File: src/design/hsvd_pkg.sv
package hsvd_pkg;

    // Q16 unit value, 0..65536 after clamping
    localparam int unsigned UNIT_W = 17;
    localparam int unsigned RAW_W  = 18;

    typedef logic [UNIT_W-1:0] t_unit;
    typedef logic [RAW_W-1:0]  t_raw;
    typedef logic [2:0]        t_sector;

    localparam t_unit FULL_Q16 = 17'd65536;

    localparam t_sector SEC_0 = 3'd0;
    localparam t_sector SEC_1 = 3'd1;
    localparam t_sector SEC_2 = 3'd2;
    localparam t_sector SEC_3 = 3'd3;
    localparam t_sector SEC_4 = 3'd4;
    localparam t_sector SEC_5 = 3'd5;

    // classified color word handed from the front to the back
    typedef struct packed {
        t_sector sector;
        t_unit   f;
        t_unit   s;
        t_unit   v;
    } t_item;

    function automatic t_unit clamp_unit(input t_raw raw);
        t_unit res;
        if (raw[RAW_W-1]) begin
            res = '0;
        end else if (raw[UNIT_W-1:0] > FULL_Q16) begin
            res = FULL_Q16;
        end else begin
            res = raw[UNIT_W-1:0];
        end
        return res;
    endfunction

endpackage

File: src/design/hsvd_front.sv
module hsvd_front (
    input  hsvd_pkg::t_raw  i_hue,
    input  hsvd_pkg::t_raw  i_sat,
    input  hsvd_pkg::t_raw  i_val,
    output hsvd_pkg::t_item o_item
);
    import hsvd_pkg::*;

    t_unit       h;
    logic [18:0] h6;
    t_unit       t;
    t_sector     sec;

    always_comb begin
        h   = clamp_unit(i_hue);
        // 6h = 4h + 2h, at most 393216
        h6  = {h, 2'b00} + {1'b0, h, 1'b0};
        sec = h6[18:16];
        t   = h6[16:0];
        // hue of exactly one lands in sector 6, folded into the last one
        o_item.sector = (sec > SEC_5) ? SEC_5 : sec;
        // f = 1 - |t - 1|, so f = t below one and 2 - t above
        o_item.f = t[16] ? (FULL_Q16 - {1'b0, t[15:0]}) : t;
        o_item.s = clamp_unit(i_sat);
        o_item.v = clamp_unit(i_val);
    end

endmodule

File: src/design/hsvd_fifo.sv
module hsvd_fifo #(
    parameter int unsigned DEPTH = 4
) (
    input  logic            i_clk,
    input  logic            i_rst_n,
    input  logic            i_push,
    input  hsvd_pkg::t_item i_item,
    output logic            o_full,
    input  logic            i_pop,
    output logic            o_valid,
    output hsvd_pkg::t_item o_item
);
    import hsvd_pkg::*;

    localparam int unsigned PTR_W = (DEPTH > 1) ? $clog2(DEPTH) : 1;
    localparam int unsigned CNT_W = $clog2(DEPTH + 1);
    localparam logic [PTR_W-1:0] LAST = PTR_W'(DEPTH - 1);

    t_item            r_mem [DEPTH];
    logic [PTR_W-1:0] r_wr_ptr, r_rd_ptr;
    logic [CNT_W-1:0] r_count;
    logic             do_push, do_pop;

    assign o_full  = (r_count == CNT_W'(DEPTH));
    assign o_valid = (r_count != '0);
    assign o_item  = r_mem[r_rd_ptr];
    assign do_push = i_push && !o_full;
    assign do_pop  = i_pop && o_valid;

    always_ff @(posedge i_clk) begin
        if (!i_rst_n) begin
            r_wr_ptr <= '0;
            r_rd_ptr <= '0;
            r_count  <= '0;
        end else begin
            if (do_push) begin
                r_wr_ptr <= (r_wr_ptr == LAST) ? '0 : r_wr_ptr + 1'b1;
            end
            if (do_pop) begin
                r_rd_ptr <= (r_rd_ptr == LAST) ? '0 : r_rd_ptr + 1'b1;
            end
            if (do_push && !do_pop) begin
                r_count <= r_count + 1'b1;
            end else if (do_pop && !do_push) begin
                r_count <= r_count - 1'b1;
            end
        end
    end

    always_ff @(posedge i_clk) begin
        if (do_push) begin
            r_mem[r_wr_ptr] <= i_item;
        end
    end

endmodule

File: src/design/hsvd_back.sv
module hsvd_back (
    input  logic            i_clk,
    input  logic            i_rst_n,
    input  logic            i_valid,
    input  hsvd_pkg::t_item i_item,
    output logic            o_ready,
    output logic            o_valid,
    input  logic            i_ready,
    output logic [15:0]     o_blue,
    output logic [15:0]     o_green,
    output logic [15:0]     o_red
);
    import hsvd_pkg::*;

    // floor(q * 65535 / 2^48), q is Q48 and at most 2^48
    function automatic logic [15:0] duty_of(input logic [48:0] q);
        logic [64:0] p;
        p = {q, 16'b0} - {16'b0, q};
        return p[63:48];
    endfunction

    logic r_v1, r_v2, r_v3, r_v4;
    logic rdy1, rdy2, rdy3, rdy4;

    // stage 1: chroma
    logic [32:0] r_c1;
    t_unit       r_v_1, r_f1;
    t_sector     r_sec1;
    // stage 2: x and m
    logic [32:0] r_c2, r_m2;
    logic [48:0] r_x2;
    t_sector     r_sec2;
    // stage 3: per-channel sums in Q48
    logic [48:0] r_b3, r_g3, r_r3;
    // stage 4: output word
    logic [15:0] r_blue, r_green, r_red;

    logic [48:0] n_b, n_g, n_r, c48, m48;

    assign rdy4    = !r_v4 || i_ready;
    assign rdy3    = !r_v3 || rdy4;
    assign rdy2    = !r_v2 || rdy3;
    assign rdy1    = !r_v1 || rdy2;
    assign o_ready = rdy1;
    assign o_valid = r_v4;
    assign o_blue  = r_blue;
    assign o_green = r_green;
    assign o_red   = r_red;

    always_ff @(posedge i_clk) begin
        if (!i_rst_n) begin
            r_v1 <= 1'b0;
            r_v2 <= 1'b0;
            r_v3 <= 1'b0;
            r_v4 <= 1'b0;
        end else begin
            if (rdy1) r_v1 <= i_valid;
            if (rdy2) r_v2 <= r_v1;
            if (rdy3) r_v3 <= r_v2;
            if (rdy4) r_v4 <= r_v3;
        end
    end

    always_comb begin
        c48 = {r_c2[32:0], 16'b0};
        m48 = {r_m2[32:0], 16'b0};
        n_b = '0;
        n_g = '0;
        n_r = '0;
        unique case (r_sec2)
            SEC_0: begin
                n_r = c48;
                n_g = r_x2;
            end
            SEC_1: begin
                n_r = r_x2;
                n_g = c48;
            end
            SEC_2: begin
                n_g = c48;
                n_b = r_x2;
            end
            SEC_3: begin
                n_g = r_x2;
                n_b = c48;
            end
            SEC_4: begin
                n_r = r_x2;
                n_b = c48;
            end
            default: begin
                n_r = c48;
                n_b = r_x2;
            end
        endcase
        n_b = n_b + m48;
        n_g = n_g + m48;
        n_r = n_r + m48;
    end

    always_ff @(posedge i_clk) begin
        if (rdy1 && i_valid) begin
            r_c1   <= 33'(i_item.v * i_item.s);
            r_v_1  <= i_item.v;
            r_f1   <= i_item.f;
            r_sec1 <= i_item.sector;
        end
        if (rdy2 && r_v1) begin
            r_c2   <= r_c1;
            r_x2   <= 49'(r_c1 * r_f1);
            r_m2   <= {r_v_1[16:0], 16'b0} - r_c1;
            r_sec2 <= r_sec1;
        end
        if (rdy3 && r_v2) begin
            r_b3 <= n_b;
            r_g3 <= n_g;
            r_r3 <= n_r;
        end
        if (rdy4 && r_v3) begin
            r_blue  <= duty_of(r_b3);
            r_green <= duty_of(r_g3);
            r_red   <= duty_of(r_r3);
        end
    end

endmodule

File: src/design/hsv_to_rgb_pwm_duty.sv
// HSV to RGB PWM duty converter.
// Slave channel: one word per color, tdata = {brightness, saturation, hue},
// each an 18-bit signed Q16 fraction, hue in the lowest bits. Values are
// clamped to 0..1.0 before use.
// Master channel: one word per color, tdata = {red, green, blue} duty, 16 bits
// each, blue in the lowest bits, ready to load into PWM compare registers.
// Throughput: one word per cycle, sustained while m_axis_tready stays high.
// When the queue is empty, an accepted word is queued, moves from the queue
// into back-end stage one and then through stages two and three to stage
// four, the output register, from which it appears on the master side. The
// chroma and x multipliers sit in separate stages.
// The front clamps and classifies the hue sector, then writes into a queue of
// QUEUE_DEPTH words; s_axis_tready is high whenever the queue has room, so it
// does not depend on m_axis_tready in the same cycle.
// When the receiver stalls, the back-end stages fill, then the queue fills,
// and only then does s_axis_tready drop. Nothing is lost or dropped.
// Reset (i_rst_n low, synchronous) empties the queue and the pipeline; no
// word is pending afterwards.
module hsv_to_rgb_pwm_duty #(
    parameter int unsigned QUEUE_DEPTH = 4
) (
    input  logic        i_clk,
    input  logic        i_rst_n,
    input  logic        s_axis_tvalid,
    output logic        s_axis_tready,
    input  logic [55:0] s_axis_tdata,   // hue_in[17:0], saturation_in[35:18],
                                        // brightness_in[53:36], zero fill
    output logic        m_axis_tvalid,
    input  logic        m_axis_tready,
    output logic [47:0] m_axis_tdata    // blue_duty[15:0], green_duty[31:16],
                                        // red_duty[47:32]
);
    import hsvd_pkg::*;

    t_item front_item, q_item;
    logic  q_full, q_valid, back_ready;

    hsvd_front u_front (
        .i_hue  (s_axis_tdata[17:0]),
        .i_sat  (s_axis_tdata[35:18]),
        .i_val  (s_axis_tdata[53:36]),
        .o_item (front_item)
    );

    hsvd_fifo #(
        .DEPTH (QUEUE_DEPTH)
    ) u_fifo (
        .i_clk   (i_clk),
        .i_rst_n (i_rst_n),
        .i_push  (s_axis_tvalid),
        .i_item  (front_item),
        .o_full  (q_full),
        .i_pop   (back_ready),
        .o_valid (q_valid),
        .o_item  (q_item)
    );

    assign s_axis_tready = !q_full;

    hsvd_back u_back (
        .i_clk   (i_clk),
        .i_rst_n (i_rst_n),
        .i_valid (q_valid),
        .i_item  (q_item),
        .o_ready (back_ready),
        .o_valid (m_axis_tvalid),
        .i_ready (m_axis_tready),
        .o_blue  (m_axis_tdata[15:0]),
        .o_green (m_axis_tdata[31:16]),
        .o_red   (m_axis_tdata[47:32])
    );

endmodule

File: config.mk
export PLATFORM = sky130hd
export DESIGN_NAME = hsv_to_rgb_pwm_duty
export DESIGN_NICKNAME = d
export VERILOG_FILES = /design/src/design/hsvd_pkg.sv /design/src/design/hsvd_front.sv /design/src/design/hsvd_fifo.sv /design/src/design/hsvd_back.sv /design/src/design/hsv_to_rgb_pwm_duty.sv
export SDC_FILE = /design/constraint.sdc
export NUM_CORES = 2
export LEC_CHECK = 0
export BUFFER_PORTS_ARGS = -buffer_cell sky130_fd_sc_hd__buf_2
export CAP_MARGIN = 15
export CORE_MARGIN = 2
export CORE_UTILIZATION = 45
export CTS_CLUSTER_SIZE = 14
export DETAILED_ROUTE_END_ITERATION = 10
export GPL_TIMING_DRIVEN = 0
export HOLD_SLACK_MARGIN = 0.03
export PLACE_DENSITY_LB_ADDON = 0.12
export SLEW_MARGIN = 10
export SYNTH_ARGS = -nofsm -noshare
export SYNTH_HDL_FRONTEND = slang
export SYNTH_SLANG_ARGS = --single-unit
File: constraint.sdc
create_clock -name i_clk -period 13.5 [get_ports i_clk]
set_clock_uncertainty 0.05 [all_clocks]
set_input_delay 0.675 -clock i_clk [delete_from_list [all_inputs] [get_ports i_clk]]
set_output_delay 0.675 -clock i_clk [all_outputs]
set_load 0.05 [all_outputs]
==> results.md <==
* # DRC at 0
* Largest net degree at the start of global routing at 50
* Vias in the first global route at 43126
* Post-CTS sizing at 0
* Sequential element share of the synthesized area at 30.4%
* TritonCTS Sinks at 602
* Final nets at around 7200
* Global route total overflow at 0
* Synthesized cell area at a little under 0.06 mm2
* Synthesized Nets at slightly below 7000
* Worst rel slew slack at 26.8%
* Hold buffer count at CTS at 0
* Placed insts at 7618
* Crit Path Class: flip-flop to flip-flop
* Clock transition at the registers of the reported paths at 70 ps
* Htree depth at 3
* Slew of the pin with the lowest slew margin at 1100 ps
* Worst path bufs/invs at 7
* Core ar. at 0.130 mm2
* CTS tree: built
* Max_cap viols at 0
* Initial antenna violation count at 8
* Post-synthesis cell count at 5750
* Die Y at 366 um
* Crit path max-delay family: adder cells
* Post-synthesis sequential element count at ~600
* Tmin final at 9440 ps
* TritonRoute pass-1 iters at 6
* Port Buffer Count at ~110
* Detail Placement HPWL at 139000 um
* Chip Width at 366 um
* Async set-reset flop share out of synthesis at 0%
* Average size of a mapped cell at 10.3 um2
* Num rows at 132
* GPL Wtd Cong at 0.923
* Routed vias/inst at 5.44
* Clk Latency, worst-skew pair at around 670 ps
* Outcome: finished clean
* Wirelength per Cell at ~22 um
* Most common cell after layout, fill and taps aside: inv_1
* CTS root buffer: clkbuf_16
* CP endpoint kind: flip-flop
* CTS max path bufs at 3
* Crit path max fanout at 10
* Setup Fix Bufs, Post-CTS at 0
* HP Class: primary input to flip-flop
* CP arrival at 9810 ps
* P&R area growth vs syn at 9.37%
* Ratio of cells with drive above 1 in the final layout at 5.45%
* Most frequent cells in the layout: 994 x inv_1, 659 x fa_1, 604 x nand2_1, 589 x edfxtp_1, 482 x ha_1
* Final worst-path cycle share at a little over two thirds
* Antenna Nets Post-Route at 0
* Max-slew violation count at 0
* Most used cell, CP: fa_1
* First-pass GRT wire length at 261000 um
* Fmax at 106 MHz
* EDFF count, synth at 589
* Total CTS buffers at roughly 70
* Critical path data required time at 13870 ps
* Yosys warns at 0
* DR iter-0 viols at 3064
* Count of final setup violators at 0
* Ys flop type: edfxtp_1
* DRT Wirelength at 170000 um
* Die ar. at between 0.1 and 0.15 mm2
* Total track usage at 25.6%
* IO Pins at 110
* CP peak stage delay at 780 ps
* Non-Filler Instances at 7749
* Detailed-route via count at 42139
* RSZ-0062 raised after global routing: no
* Final Hold Viols at 0
* Synth unique cells at 80
* Starting Density at 45.5%
* Critical-path cell with the highest stage delay: buf_1
* Crit path launch type: flip-flop
[path summary, 6_finish.rpt]
| check | startpoint | endpoint | slack, ps | cells after the start |
|---|---|---|---|---|
| worst min-delay path | i_rst_n | u_back.r_v1 | 230 | 2 |
| worst min register to register | u_back.r_v2 | u_back.r_v3 | 460 | 2 |
| worst max register to register | flip-flop | u_back.r_c1[31] | 4060 | 27 |
| worst max-delay path | flip-flop | u_back.r_c1[31] | 4060 | 27 |
[sequential cells by signal (all words and copies together), names as in the netlist, 2 cells and up, named ones only]
name             flops
u_fifo.r_rd_ptr      2
u_back.r_sec2        3
u_back.r_f1         16
u_back.r_b3         48
u_back.o_blue       16
u_fifo.r_count       3
u_fifo.r_mem       212
u_back.r_x2         48
u_back.r_r3         48
u_back.r_v_1        17
u_back.o_green      16
u_back.r_sec1        3
u_back.o_red        16
u_back.r_g3         48
u_back.r_c1         33
u_back.r_c2         32
u_back.r_m2         33
u_fifo.r_wr_ptr      2
[kinds of logic after synthesis]
family          Yosys count  share of synthesized area [%]
simple gates           1604                           13.5
buf+inv                1181                           7.51
fa+ha+maj              1141                           32.6
compound gates          914                           10.5
flops                   602                           30.4
xor+xnor                236                           3.50
mux                      72                           2.12
[synth_stat cells, types with 13 or more instances]
| cell type | instances | area share [%] |
|---|---|---|
| mux2_2 | 13 | 0.25 |
| xnor2_1 | 181 | 2.7 |
| inv_1 | 994 | 6.3 |
| nor2_1 | 209 | 1.3 |
| ha_1 | 482 | 10 |
| fa_1 | 659 | 22 |
| a21oi_1 | 233 | 2.0 |
| nand3_1 | 62 | 0.53 |
| buf_1 | 15 | 0.095 |
| mux4_2 | 41 | 1.6 |
| nor2b_1 | 42 | 0.45 |
| edfxtp_1 | 589 | 30 |
| a31oi_1 | 17 | 0.18 |
| dfxtp_1 | 13 | 0.44 |
| nand4_1 | 48 | 0.51 |
| o21ai_0 | 140 | 1.2 |
| o21a_1 | 32 | 0.41 |
| and3_1 | 36 | 0.38 |
| and2_1 | 411 | 4.4 |
| nand2b_1 | 27 | 0.29 |
| o211ai_1 | 14 | 0.18 |
| or3_1 | 24 | 0.25 |
| nor4_1 | 33 | 0.35 |
| a22o_1 | 96 | 1.4 |
| o21bai_1 | 36 | 0.46 |
| a211oi_1 | 22 | 0.28 |
| xor2_1 | 55 | 0.82 |
| nor3_1 | 54 | 0.46 |
| clkbuf_1 | 170 | 1.1 |
| mux2i_1 | 18 | 0.31 |
| nand2_1 | 604 | 3.8 |
| a21o_1 | 195 | 2.5 |
[stage by stage]
stage               setup TNS, ps  setup WS [ps]  instance area [um2]  hold WS, ps  utilization, %
finish                          0           4060                64600          233            49.7
global route                    0           3450                64600          200            49.7
CTS                             0           3860                64600          179            49.7
detailed placement              0           3900                62300          453            48.0
global placement          -554600          -3880                61800          429            47.6
floorplan                       0           1430                59000          350               -
[final cells by class]
cell class | count | area [um2]
clock buffer | 86 | 1920
fill | 12194 | 65200
tap | 1742 | 2180
inverter | 994 | 3730
antenna | 2 | 5.00
timing repair buffer | 126 | 976
multi-input combinational | 3967 | 36700
sequential | 602 | 17900
clock inverter | 43 | 395
buffer | 187 | 704
[worst register-to-register path, delay by kind of cell, from the launching register on]
| family | cells | cell delay, ps |
|---|---|---|
| buffers and inverters | 7 | 1990 |
| flip-flops | 1 | 440 |
| adder cells (fa/ha/maj) | 7 | 3320 |
| multiplexers | 1 | 440 |
| XOR/XNOR | 1 | 80 |
| AO/OA/AOI/OAI | 9 | 2530 |
| AND/OR/NAND/NOR | 2 | 340 |
[layer usage]
layer  global-route usage (%)  vias to the layer above  share of wire [%]
li1                         -                    19555                  -
met1                     33.7                    21063                 43
met2                     43.9                     1207                 48
met3                     2.88                      312                4.8
met4                     8.98                        2                3.9
met5                        0                        -             0.0041
Power is not shown: default switching activity piles up to over one toggle a cycle in this logic, so the estimate is an artifact.
